File: src/rtl/bsm_pkg.sv
package bsm_pkg;

	localparam int CW     = 32;            // centre width
	localparam int RW     = 31;            // radius width
	localparam int DW     = CW + 1;        // centre difference / root / quotient width
	localparam int PW     = 2 * DW;        // product and radicand width
	localparam int REMW   = DW + 4;        // iterative unit remainder width
	localparam int STEPS  = DW;            // iterations of the shared unit
	localparam int CNTW   = $clog2(STEPS);

	localparam logic [RW-1:0] RAD_MAX = {RW{1'b1}};

	typedef struct packed {
		logic start;
		logic is_sqrt;
	} iter_ctrl_t;

	typedef enum logic [9:0] {
		S_IDLE  = 10'b00_0000_0001,
		S_SQ    = 10'b00_0000_0010,
		S_ACC   = 10'b00_0000_0100,
		S_RGO   = 10'b00_0000_1000,
		S_RWAIT = 10'b00_0001_0000,
		S_DEC   = 10'b00_0010_0000,
		S_MUL   = 10'b00_0100_0000,
		S_DGO   = 10'b00_1000_0000,
		S_DWAIT = 10'b01_0000_0000,
		S_FIN   = 10'b10_0000_0000
	} state_t;

endpackage

File: src/rtl/bsm_mul.sv
module bsm_mul (
	input  logic                         clk,
	input  logic [bsm_pkg::DW-1:0]       a,
	input  logic [bsm_pkg::DW-1:0]       b,
	output logic [bsm_pkg::PW-1:0]       p_s1
);
	import bsm_pkg::*;

	always_ff @(posedge clk) begin
		p_s1 <= PW'(a) * PW'(b);
	end

endmodule

File: src/rtl/bsm_iter.sv
// Shared restoring unit: square root (two bits a step) or division (one bit a step).
module bsm_iter (
	input  logic                      clk,
	input  logic                      arst_n,
	input  bsm_pkg::iter_ctrl_t       ctrl,
	input  logic [bsm_pkg::PW-1:0]    operand,
	input  logic [bsm_pkg::DW-1:0]    divisor,
	output logic                      done,
	output logic [bsm_pkg::DW-1:0]    result
);
	import bsm_pkg::*;

	logic              busy_q, done_q, sqrt_q;
	logic [CNTW-1:0]   cnt_q;
	logic [REMW-1:0]   rem_q;
	logic [PW-1:0]     work_q;
	logic [DW-1:0]     res_q;
	logic [REMW-1:0]   r2, sub, nrem;
	logic              ge;

	always_comb begin
		if (sqrt_q) begin
			r2  = {rem_q[REMW-3:0], work_q[PW-1 -: 2]};
			sub = {2'b00, res_q, 2'b01};
		end else begin
			r2  = {rem_q[REMW-2:0], work_q[PW-1]};
			sub = {4'b0000, divisor};
		end
		ge   = r2 >= sub;
		nrem = ge ? r2 - sub : r2;
	end

	always_ff @(posedge clk or negedge arst_n) begin
		if (!arst_n) begin
			busy_q <= 1'b0;
			done_q <= 1'b0;
		end else begin
			done_q <= busy_q && (cnt_q == CNTW'(STEPS - 1));
			if (ctrl.start)
				busy_q <= 1'b1;
			else if (busy_q && (cnt_q == CNTW'(STEPS - 1)))
				busy_q <= 1'b0;
		end
	end

	always_ff @(posedge clk) begin
		if (ctrl.start) begin
			sqrt_q <= ctrl.is_sqrt;
			cnt_q  <= '0;
			res_q  <= '0;
			if (ctrl.is_sqrt) begin
				rem_q  <= '0;
				work_q <= operand;
			end else begin
				// quotient fits DW bits, so the top bits already sit below the divisor
				rem_q  <= {4'b0000, operand[PW-1 -: DW]};
				work_q <= {operand[DW-1:0], {DW{1'b0}}};
			end
		end else if (busy_q) begin
			cnt_q  <= cnt_q + 1'b1;
			rem_q  <= nrem;
			res_q  <= {res_q[DW-2:0], ge};
			work_q <= sqrt_q ? {work_q[PW-3:0], 2'b00} : {work_q[PW-2:0], 1'b0};
		end
	end

	assign done   = done_q;
	assign result = res_q;

endmodule

File: src/rtl/bounding_sphere_merge.sv
// Running bounding sphere in signed fixed point (Q16.16 by default; the arithmetic works on
// raw integers and does not depend on the fraction width). A word with restart high loads
// its sphere as the held sphere; otherwise the sphere is merged into the held one, and
// each input word yields one output word with the held sphere after the update.
// saturated is set when the merged radius or a moved centre is clamped to its range. A
// restart word goes straight to the finish state. A merge ends after its square root when
// one sphere already holds the other or no centre move is needed, and when the centre
// moves it takes one 33-step square root and three 33-step divisions, all on one shared
// restoring unit, plus a registered multiplier used for the squares and the centre
// offsets. in_stall stays high from acceptance until the result sits in the output
// register; a finished result waits there while the next word is taken.
module bounding_sphere_merge (
	input  logic                     clk,
	input  logic                     arst_n,
	input  logic                     in_valid,
	output logic                     in_stall,
	input  logic                     restart,
	input  logic signed [31:0]       in_center_x,
	input  logic signed [31:0]       in_center_y,
	input  logic signed [31:0]       in_center_z,
	input  logic [30:0]              in_radius,
	output logic                     out_valid,
	input  logic                     out_stall,
	output logic signed [31:0]       out_center_x,
	output logic signed [31:0]       out_center_y,
	output logic signed [31:0]       out_center_z,
	output logic [30:0]              out_radius,
	output logic                     saturated
);
	import bsm_pkg::*;

	state_t                        state_q;
	logic [1:0]                    ax_q;
	logic signed [2:0][CW-1:0]     held_c_q, in_c_q, nc_q;
	logic [RW-1:0]                 held_r_q, in_r_q, nr_q;
	logic                          sat_q;
	logic [PW-1:0]                 acc_q;
	logic [DW-1:0]                 d_q, half_q;
	logic                          out_valid_q;
	logic signed [2:0][CW-1:0]     out_c_q;
	logic [RW-1:0]                 out_r_q;
	logic                          out_sat_q;

	logic                          in_acc, out_free;
	logic signed [DW-1:0]          dh;
	logic [DW-1:0]                 adiff, mul_b;
	logic [PW-1:0]                 prod_s1;
	iter_ctrl_t                    ictl;
	logic                          idone;
	logic [DW-1:0]                 ires;
	logic                          held_large;
	logic [RW-1:0]                 lr, sr;
	logic [DW:0]                   sum, over;
	logic [DW-1:0]                 half;
	logic                          grow, move;
	logic [DW+1:0]                 nr_full;
	logic                          neg;
	logic signed [CW-1:0]          cl;
	logic signed [DW:0]            newc;
	logic signed [CW-1:0]          newc_cl;
	logic                          newc_sat;

	assign in_acc   = in_valid && !in_stall;
	assign in_stall = state_q != S_IDLE;
	assign out_free = !out_valid_q || !out_stall;

	// difference of the held and input centres on the current axis
	assign dh    = DW'(signed'(held_c_q[ax_q])) - DW'(signed'(in_c_q[ax_q]));
	assign adiff = dh[DW-1] ? DW'(-dh) : DW'(dh);
	assign mul_b = (state_q == S_MUL) ? half_q : adiff;

	bsm_mul u_mul (
		.clk  (clk),
		.a    (adiff),
		.b    (mul_b),
		.p_s1 (prod_s1)
	);

	assign ictl.start   = (state_q == S_RGO) || (state_q == S_DGO);
	assign ictl.is_sqrt = state_q == S_RGO;

	bsm_iter u_iter (
		.clk     (clk),
		.arst_n  (arst_n),
		.ctrl    (ictl),
		.operand ((state_q == S_RGO) ? acc_q : prod_s1),
		.divisor (d_q),
		.done    (idone),
		.result  (ires)
	);

	// merge decision: ties go to the input sphere
	always_comb begin
		held_large = held_r_q > in_r_q;
		lr   = held_large ? held_r_q : in_r_q;
		sr   = held_large ? in_r_q : held_r_q;
		sum  = {1'b0, d_q} + (DW+1)'(sr);
		grow = sum > (DW+1)'(lr);
		over = sum - (DW+1)'(lr);
		half = over[DW:1];
		move = d_q > half;
		nr_full = (DW+2)'(lr) + (move ? (DW+2)'(half) : (DW+2)'(over));
	end

	// step the large centre toward the small one by the quotient, clamped
	always_comb begin
		neg     = held_large ? !dh[DW-1] : dh[DW-1];
		cl      = held_large ? held_c_q[ax_q] : in_c_q[ax_q];
		newc    = neg ? (DW+1)'(cl) - (DW+1)'(ires) : (DW+1)'(cl) + (DW+1)'(ires);
		newc_sat = 1'b0;
		newc_cl  = CW'(newc);
		if (newc > (DW+1)'(signed'({1'b0, {(CW-1){1'b1}}}))) begin
			newc_cl  = {1'b0, {(CW-1){1'b1}}};
			newc_sat = 1'b1;
		end else if (newc < -(DW+1)'(signed'({1'b0, {(CW-1){1'b1}}})) - 1) begin
			newc_cl  = {1'b1, {(CW-1){1'b0}}};
			newc_sat = 1'b1;
		end
	end

	always_ff @(posedge clk or negedge arst_n) begin
		if (!arst_n) begin
			state_q     <= S_IDLE;
			ax_q        <= '0;
			out_valid_q <= 1'b0;
			held_c_q    <= '0;
			held_r_q    <= '0;
		end else begin
			// load the output word when finishing, drop it once taken
			if (state_q == S_FIN && out_free)
				out_valid_q <= 1'b1;
			else if (out_valid_q && !out_stall)
				out_valid_q <= 1'b0;
			case (state_q)
				S_IDLE: begin
					ax_q <= '0;
					if (in_acc)
						state_q <= restart ? S_FIN : S_SQ;
				end
				S_SQ:    state_q <= S_ACC;
				S_ACC: begin
					// advance to the next axis, then take the root
					ax_q <= (ax_q == 2'd2) ? 2'd0 : ax_q + 1'b1;
					state_q <= (ax_q == 2'd2) ? S_RGO : S_SQ;
				end
				S_RGO:   state_q <= S_RWAIT;
				S_RWAIT: if (idone) state_q <= S_DEC;
				S_DEC: begin
					ax_q    <= '0;
					state_q <= (grow && move) ? S_MUL : S_FIN;
				end
				S_MUL:   state_q <= S_DGO;
				S_DGO:   state_q <= S_DWAIT;
				S_DWAIT: begin
					if (idone) begin
						ax_q    <= ax_q + 1'b1;
						state_q <= (ax_q == 2'd2) ? S_FIN : S_MUL;
					end
				end
				S_FIN: begin
					// hold until the output register is free
					if (out_free) begin
						held_c_q    <= nc_q;
						held_r_q    <= nr_q;
						state_q     <= S_IDLE;
					end
				end
				default: state_q <= S_IDLE;
			endcase
		end
	end

	always_ff @(posedge clk) begin
		case (state_q)
			S_IDLE: begin
				if (in_acc) begin
					in_c_q <= {in_center_z, in_center_y, in_center_x};
					in_r_q <= in_radius;
					nc_q   <= {in_center_z, in_center_y, in_center_x};
					nr_q   <= in_radius;
					sat_q  <= 1'b0;
					acc_q  <= '0;
				end
			end
			S_ACC:   acc_q <= acc_q + prod_s1;
			S_RWAIT: if (idone) d_q <= ires;
			S_DEC: begin
				nc_q   <= held_large ? held_c_q : in_c_q;
				half_q <= half;
				if (!grow) begin
					nr_q <= lr;
				end else if (nr_full > (DW+2)'(RAD_MAX)) begin
					nr_q  <= RAD_MAX;
					sat_q <= 1'b1;
				end else begin
					nr_q <= RW'(nr_full);
				end
			end
			S_DWAIT: begin
				if (idone) begin
					nc_q[ax_q] <= newc_cl;
					if (newc_sat)
						sat_q <= 1'b1;
				end
			end
			S_FIN: begin
				if (out_free) begin
					out_c_q   <= nc_q;
					out_r_q   <= nr_q;
					out_sat_q <= sat_q;
				end
			end
			default: ;
		endcase
	end

	assign out_valid    = out_valid_q;
	assign out_center_x = out_c_q[0];
	assign out_center_y = out_c_q[1];
	assign out_center_z = out_c_q[2];
	assign out_radius   = out_r_q;
	assign saturated    = out_sat_q;

	a_onehot: assert property (@(posedge clk) disable iff (!arst_n) $onehot(state_q))
		else $error("state register not one-hot");
	a_busy_after_acc: assert property (@(posedge clk) disable iff (!arst_n)
		in_acc |=> state_q != S_IDLE)
		else $error("accepted word left the sequencer idle");
	a_done_where: assert property (@(posedge clk) disable iff (!arst_n)
		idone |-> (state_q == S_RWAIT || state_q == S_DWAIT))
		else $error("shared unit finished outside a wait state");
	a_sat_radius: assert property (@(posedge clk) disable iff (!arst_n)
		(out_valid && saturated) |-> out_radius == RAD_MAX)
		else $error("saturated word without clamped radius");
	a_out_load: assert property (@(posedge clk) disable iff (!arst_n)
		$rose(out_valid) |-> $past(state_q) == S_FIN)
		else $error("output word loaded outside the finish state");

endmodule

File: config.mk
export PLATFORM = sky130hd
export DESIGN_NAME = bounding_sphere_merge
export DESIGN_NICKNAME = d
export VERILOG_FILES = /design/src/rtl/bsm_pkg.sv /design/src/rtl/bsm_mul.sv /design/src/rtl/bsm_iter.sv /design/src/rtl/bounding_sphere_merge.sv
export SDC_FILE = /design/constraint.sdc
export NUM_CORES = 2
export LEC_CHECK = 0
export CAP_MARGIN = 20
export CORE_ASPECT_RATIO = 0.9
export CORE_MARGIN = 10
export CORE_UTILIZATION = 65
export CTS_BUF_LIST = sky130_fd_sc_hd__clkbuf_4 sky130_fd_sc_hd__clkbuf_8
export DETAILED_ROUTE_END_ITERATION = 10
export DONT_BUFFER_PORTS = 1
export PLACE_DENSITY = 0.81
export SETUP_SLACK_MARGIN = 0.3
export SLEW_MARGIN = 20
export SYNTH_ARGS = -nofsm -noshare
export SYNTH_HDL_FRONTEND = slang
export SYNTH_SLANG_ARGS = --single-unit
File: constraint.sdc
create_clock -name clk -period 41.7 [get_ports clk]
set_input_delay 4.17 -clock clk [delete_from_list [all_inputs] [get_ports clk]]
set_output_delay 4.17 -clock clk [all_outputs]
set_load 0.05 [all_outputs]
# Yosys cells after proc, flatten, opt, wreduce, memory -nomap -nowiden
# Cells that the tools add are included.
# W data, S select, Z words.
totals:
  regBits: 865
  latchBits: 0
  ram_bits: 0
  mem_bits_ro: 0
  in_bits: 132
  out_inout_bits: 130
  elab_cells: 164
  n_memories: 0
op_classes:
  addsub: 11
  multipliers: 1
  n_div: 0
  order_cmp: 9
  eq_ne: 20
  shifts: 0
  mux: 62
  bitwise: 0
  n_reduce_logical: 29
ops:
  columns: ["op", "count"]
  rows:
  - ["$mux W66", 6]
  - ["$mux W96", 3]
  - ["$pmux W96 S3", 1]
  - ["$mux W32", 6]
  - ["$mux W31", 5]
  - ["$pmux W66 S2", 1]
  - ["$bmux W32 S2", 2]
  - ["$mux W36", 3]
  - ["$pmux W10 S10", 1]
  - ["$mux W33", 3]
  - ["$bwmux W96", 1]
  - ["$mux W10", 7]
  - ["$mux W34", 2]
  - ["$add A66 B66 Y66", 1]
  - ["$mul A33 B33 Y66", 1]
  - ["$demux W32 S2", 1]
  - ["$pmux W31 S2", 1]
  - ["$ge A37 B35 Y1", 1]
  - ["$mux W37", 1]
  - ["$sub A36 B35 Y36", 1]
  - ["$add A31 B34 Y35", 1]
  - ["$gt A35 B31 Y1 const B", 1]
  - ["$mux W35", 1]
  - ["$add A33 B31 Y34", 1]
  - ["44 further kinds", 80]

# Depth between registers and ports, before layout
logic_depth:
  depth_word: 12
  ltp_mapped: 67
  mapped_depth_nobuf: 60

# By module
# Synthesis repeated with hierarchy kept, for this count alone.
unflattened:
  cells_unflattened: 9460
  area_unflattened_um2: 90852.1
modules_own_cells:
  columns: ["module", "instances", "cells_per_inst", "area_per_inst_um2"]
  rows:
  - ["bounding_sphere_merge", 1, 4330, 43813.3]
  - ["bsm_mul", 1, 4107, 37089.3]
  - ["bsm_iter", 1, 1023, 9949.5]

# Worst setup path after synthesis
# No wires, ideal clock.
synth_timing:
  path_type: "register to register"
  from: "register ax_q[0]"
  to: "register u_mul.p_s1[65] (netlist bit)"
  setup_ps: 72
  arrival_ps: 13011
  required_ps: 41628
  slack_ps: 28617
  stages_incl_launch_ff: 49
  path_buffers: 6
  period_less_slack_ps: 13083
  path_cell_list: "dfrtp_1 -> clkbuf_1 -> clkbuf_1 -> buf_1 -> mux2i_1 -> nor2_1 -> a21oi_1 -> inv_1 -> ha_1 -> buf_2 -> a21o_1 -> and3_1 -> o21ai_0 -> a31oi_1 -> a311oi_1 -> nor4b_1 -> nand2_1 -> nor2_2 -> [13 not listed] -> inv_1 -> fa_1 -> fa_1 -> ha_1 -> a21o_1 -> a21o_1 -> a21o_1 -> a2111o_1 -> a211oi_1 -> o31ai_1 -> a41oi_1 -> nor2_1 -> a21oi_1 -> o21ai_0 -> a21o_1 -> a221o_1 -> a221oi_1 -> xnor2_1"
synth_between:
  elab_chain_len: 7
  elab_cells_between_ends: 9
  classes_between: "add/sub: 2; mul: 1; mux: 6"
synth_lines:
  columns: ["item", "line", "source"]
  rows:
  - ["start, declared", "bounding_sphere_merge.sv:33", "logic [1:0] ax_q;"]
  - ["start signal, assigned", "bounding_sphere_merge.sv:143", "ax_q <= (ax_q == 2'd2) ? 2'd0 : ax_q + 1'b1;"]
  - ["start signal, assigned", "bounding_sphere_merge.sv:156", "ax_q <= ax_q + 1'b1;"]
  - ["$bmux W32 S2", "bounding_sphere_merge.sv:68", "assign dh = DW'(signed'(held_c_q[ax_q])) - DW'(signed'(in_c_q[ax_q]));"]
  - ["$mux W32 (implied by the code)", "bounding_sphere_merge.sv:68", null]
  - ["$sub A32 B32 Y33 *", "bounding_sphere_merge.sv:68", null]
  - ["$neg A33 Y33", "bounding_sphere_merge.sv:69", "assign adiff = dh[DW-1] ? DW'(-dh) : DW'(dh);"]
  - ["$mux W33 *", "bounding_sphere_merge.sv:69", null]
  - ["$mux W33", "bounding_sphere_merge.sv:70", "assign mul_b = (state_q == S_MUL) ? half_q : adiff;"]
  - ["$mul A33 B33 Y66 *", "bsm_mul.sv:10", "p_s1 <= PW'(a) * PW'(b);"]
  - ["end signal, assigned", "bsm_mul.sv:10", null]
  - ["end, declared", "bsm_mul.sv:5", "output logic [bsm_pkg::PW-1:0] p_s1"]
# Every way passes the cells marked *; elsewhere a longest branch is shown, timed or not. The select of a mux whose other input is x is not followed.
# A chain may end at the register's enable or synchronous reset.

# Worst setup path in the final report
layout_timing:
  from: "register held_r_q[9]"
  to: "register nr_q[3] (data pin)"
layout_between:
  elab_chain_len: 11
  elab_cells_between_ends: 13
  classes_between: "add/sub: 3; order compare: 4; mux: 6"
layout_lines:
  columns: ["item", "line", "source"]
  rows:
  - ["start, declared", "bounding_sphere_merge.sv:35", "logic [RW-1:0] held_r_q, in_r_q, nr_q;"]
  - ["start signal, assigned", "bounding_sphere_merge.sv:164", "held_r_q <= nr_q;"]
  - ["$gt A31 B31 Y1", "bounding_sphere_merge.sv:94", "held_large = held_r_q > in_r_q;"]
  - ["$mux W31", "bounding_sphere_merge.sv:96", "sr = held_large ? in_r_q : held_r_q;"]
  - ["$add A33 B31 Y34", "bounding_sphere_merge.sv:97", "sum = {1'b0, d_q} + (DW+1)'(sr);"]
  - ["$sub A34 B31 Y34 *", "bounding_sphere_merge.sv:99", "over = sum - (DW+1)'(lr);"]
  - ["net over[21]", "bounding_sphere_merge.sv:53", "logic [DW:0] sum, over;"]
  - ["$gt A33 B33 Y1", "bounding_sphere_merge.sv:101", "move = d_q > half;"]
  - ["$mux W34 *", "bounding_sphere_merge.sv:102", "nr_full = (DW+2)'(lr) + (move ? (DW+2)'(half) : (DW+2)'(over));"]
  - ["$add A31 B34 Y35 *", "bounding_sphere_merge.sv:102", null]
  - ["$gt A35 B31 Y1", "bounding_sphere_merge.sv:192", "end else if (nr_full > (DW+2)'(RAD_MAX)) begin"]
  - ["$mux W31 *", "bounding_sphere_merge.sv:192", null]
  - ["$mux W31 *", "bounding_sphere_merge.sv:190", "if (!grow) begin"]
  - ["$pmux W31 S2 *", "bounding_sphere_merge.sv:174", "case (state_q)"]
  - ["end signal, assigned", "bounding_sphere_merge.sv:180", "nr_q <= in_radius;"]
  - ["end signal, assigned", "bounding_sphere_merge.sv:191", "nr_q <= lr;"]
  - ["end signal, assigned", "bounding_sphere_merge.sv:196", "nr_q <= RW'(nr_full);"]
  - ["end, declared", "bounding_sphere_merge.sv:35", null]
# Mark *: on every way through the listed nets, which the timed path passes. The rest lies on a longest branch.

==> flow_summary.ini <==
[status]
status = finished clean

[clock_tree]
clock_latency_ns = 0.87
cts-root-buf = clkbuf_8
cts_tree = yes
numCtsBuffers = 138
cts.sinks = 865
cts.repair.resized = 0
clock_path_buffers = 3
htree_levels = 4
path_clk_slew_ns = 0.07
post_cts_buffers = 0
cts_hold_buf = 0

[cells_and_area]
drive_above_1_share = 0.08503
synthToLayoutAreaGrowth_pct = 6.334
final_common_cell = inv_1
final_cell_mix = inv_1, nand2_1, fa_1
nets = 10430

[floorplan]
die_x_um = 404.7
ioPinCount = 262
die_h_um = 366.2
rows = 126
dieArea_um2 = 148200
core_area_um2 = 131800
initial_utilization = 0.6569

[yosys]
synth-async-reset-ratio = 0.1642
synthesis.area_um2 = 86580
synth-edff-count = 618
synth_top_area_share = 0.2231
synthTopCellsByArea = fa_1, edfxtp_1, ha_1
synth_area_leader_cell = fa_1
ys_seq_area_frac = 0.2797
yosys_warnings = 0
ys_ff_latch = 865
synth_cell_types = 99
synth_nets = 10570
synthFlopType = edfxtp_1
avgSynthCellArea_um2 = 9.753
syn-instance-count = 8877

[setup_path]
endpoint_kind = register
cp_data_arrival_time_ns = 16.14
crit_family = compound AO/OA/AOI/OAI gates
critPathMaxFanout = 31
cp_slowest_cell = a2111oi_0
start_kind = register
critPathKind = register to register
worstPathRequired_ns = 42.22
cpMostUsedCell = o21ai_0
reg2reg_slack_ns = 26.08
slowest_delay_ns = 0.87
crit_buf_inv = 3

[sta]
fin_crit_ns = 15.62
fin_crit_sh = 0.3746
slew_headroom = 0.1572
skew_ns = 0.07169
hold_viol = 0
setup_viol = 0
max_freq_ghz = 0.06402
rsz0062_at_grt = no
drv_slew = 0
tightest_slew_ns = 1.229
tns_ns = 0

[global_route]
grt_pass1_wl_mm = 419.3
groute.usage.overall = 0.3666
grt_pass1_vias = 69850
antenna_found_initial = 13
grt_max_degree = 143
overflow = 0

[route]
drtIter0Drc = 8077
ant_nets = 0
dr_total_vias = 68860
wl_mm = 275.0
wl_per_cell_um = 25.96
drc_errors = 0
viasPerCell = 6.500
dr.pass1.iters = 6

[placed_design]
gp_congestion = 1.042
dpl.hpwl_mm = 207.3
port_buffers = 0

[worst_hold_path]
hold_class = register to register

[job]
drv_cap = 0
stage by stage:
stage / instance area [µm²] / worst slack [ns] / hold WS, ns / util / cells
final: 92060 / 26.08 / 0.4474 / 0.6985 / 10590
after global routing: 92050 / 25.31 / 0.4710 / 0.6984 / 10590
after CTS: 92020 / 26.70 / 0.4477 / 0.6982 / 10580
after detailed placement: 88830 / 26.82 / 0.4324 / 0.6740 / 10330
after global placement: 88820 / 26.91 / 0.4290 / 0.6739 / 10330
after floorplan: 86580 / 28.62 / 0.4003 / - / 8877
layer usage:
metal / vias to the layer above / track usage / part of all wire
met3: 914 / 0.1065 / 0.13
met2: 4508 / 0.5433 / 0.43
met5: - / 0 / 0.00025
met4: 10 / 0.2124 / 0.070
met1: 33850 / 0.4788 / 0.37
li1: 29580 / - / -
cell families after synthesis:
kind of cell             share of synthesized area
AO/OA/AOI/OAI                               0.1246
XOR/XNOR                                   0.03821
adder cells (fa/ha/maj)                     0.3089
buffers and inverters                      0.06973
flip-flops                                  0.2797
multiplexers                               0.06429
AND/OR/NAND/NOR                             0.1146
layout make-up:
| class | instances | area, µm² |
|---|---|---|
| multi-input cells | 6418 | 56980 |
| fillers | 9784 | 39730 |
| flip-flops and latches | 865 | 24220 |
| inverters | 1179 | 4431 |
| clock buffers | 179 | 2245 |
| well taps | 1728 | 2162 |
| repair buffers | 138 | 1049 |
| clock inverters | 77 | 950.9 |
| diodes | 10 | 25.02 |
cell usage after synthesis, drive strengths merged, types with 31 or more instances:
cell type	number
mux2i	330
nor3	80
a211oi	40
mux2	201
a22oi	91
nor2b	79
fa	965
o21bai	52
edfxtp	618
a21o	187
o21a	84
nand4	51
xor2	149
nand2	1001
and3	31
o21ai	337
nor2	688
inv	1179
dfxtp	105
a31oi	49
and2	58
dfrtp	141
xnor2	227
ha	593
nand2b	77
clkbuf	361
nand3	77
o221ai	92
a21oi	562
buf	54
flip-flops by register name (all words and copies together), names as in the netlist, 33 cells and up:
signal         count
half_q            33
u_mul.p_s1        66
u_iter.rem_q      36
d_q               33
acc_q             66
in_c_q            96
u_iter.result     33
u_iter.work_q     66
held_c_q          96
nc_q              96
final timing paths:
path                                          from                        to  depth (start not counted)
max in group asynchronous                   arst_n  held_c_q[86]$_DFFE_PN0P_                          0
min                              nr_q[5]$_DFFE_PP_   out_radius[5]$_DFFE_PP_                          0
min in group asynchronous                   arst_n   held_r_q[8]$_DFFE_PN0P_                          0
max                        held_r_q[9]$_DFFE_PN0P_         nr_q[3]$_DFFE_PP_                         55
min reg2reg                      nr_q[5]$_DFFE_PP_   out_radius[5]$_DFFE_PP_                          0
max reg2reg                held_r_q[9]$_DFFE_PN0P_         nr_q[3]$_DFFE_PP_                         55
Power is not shown: default switching activity piles up to over one toggle a cycle in this logic, so the estimate is an artifact.
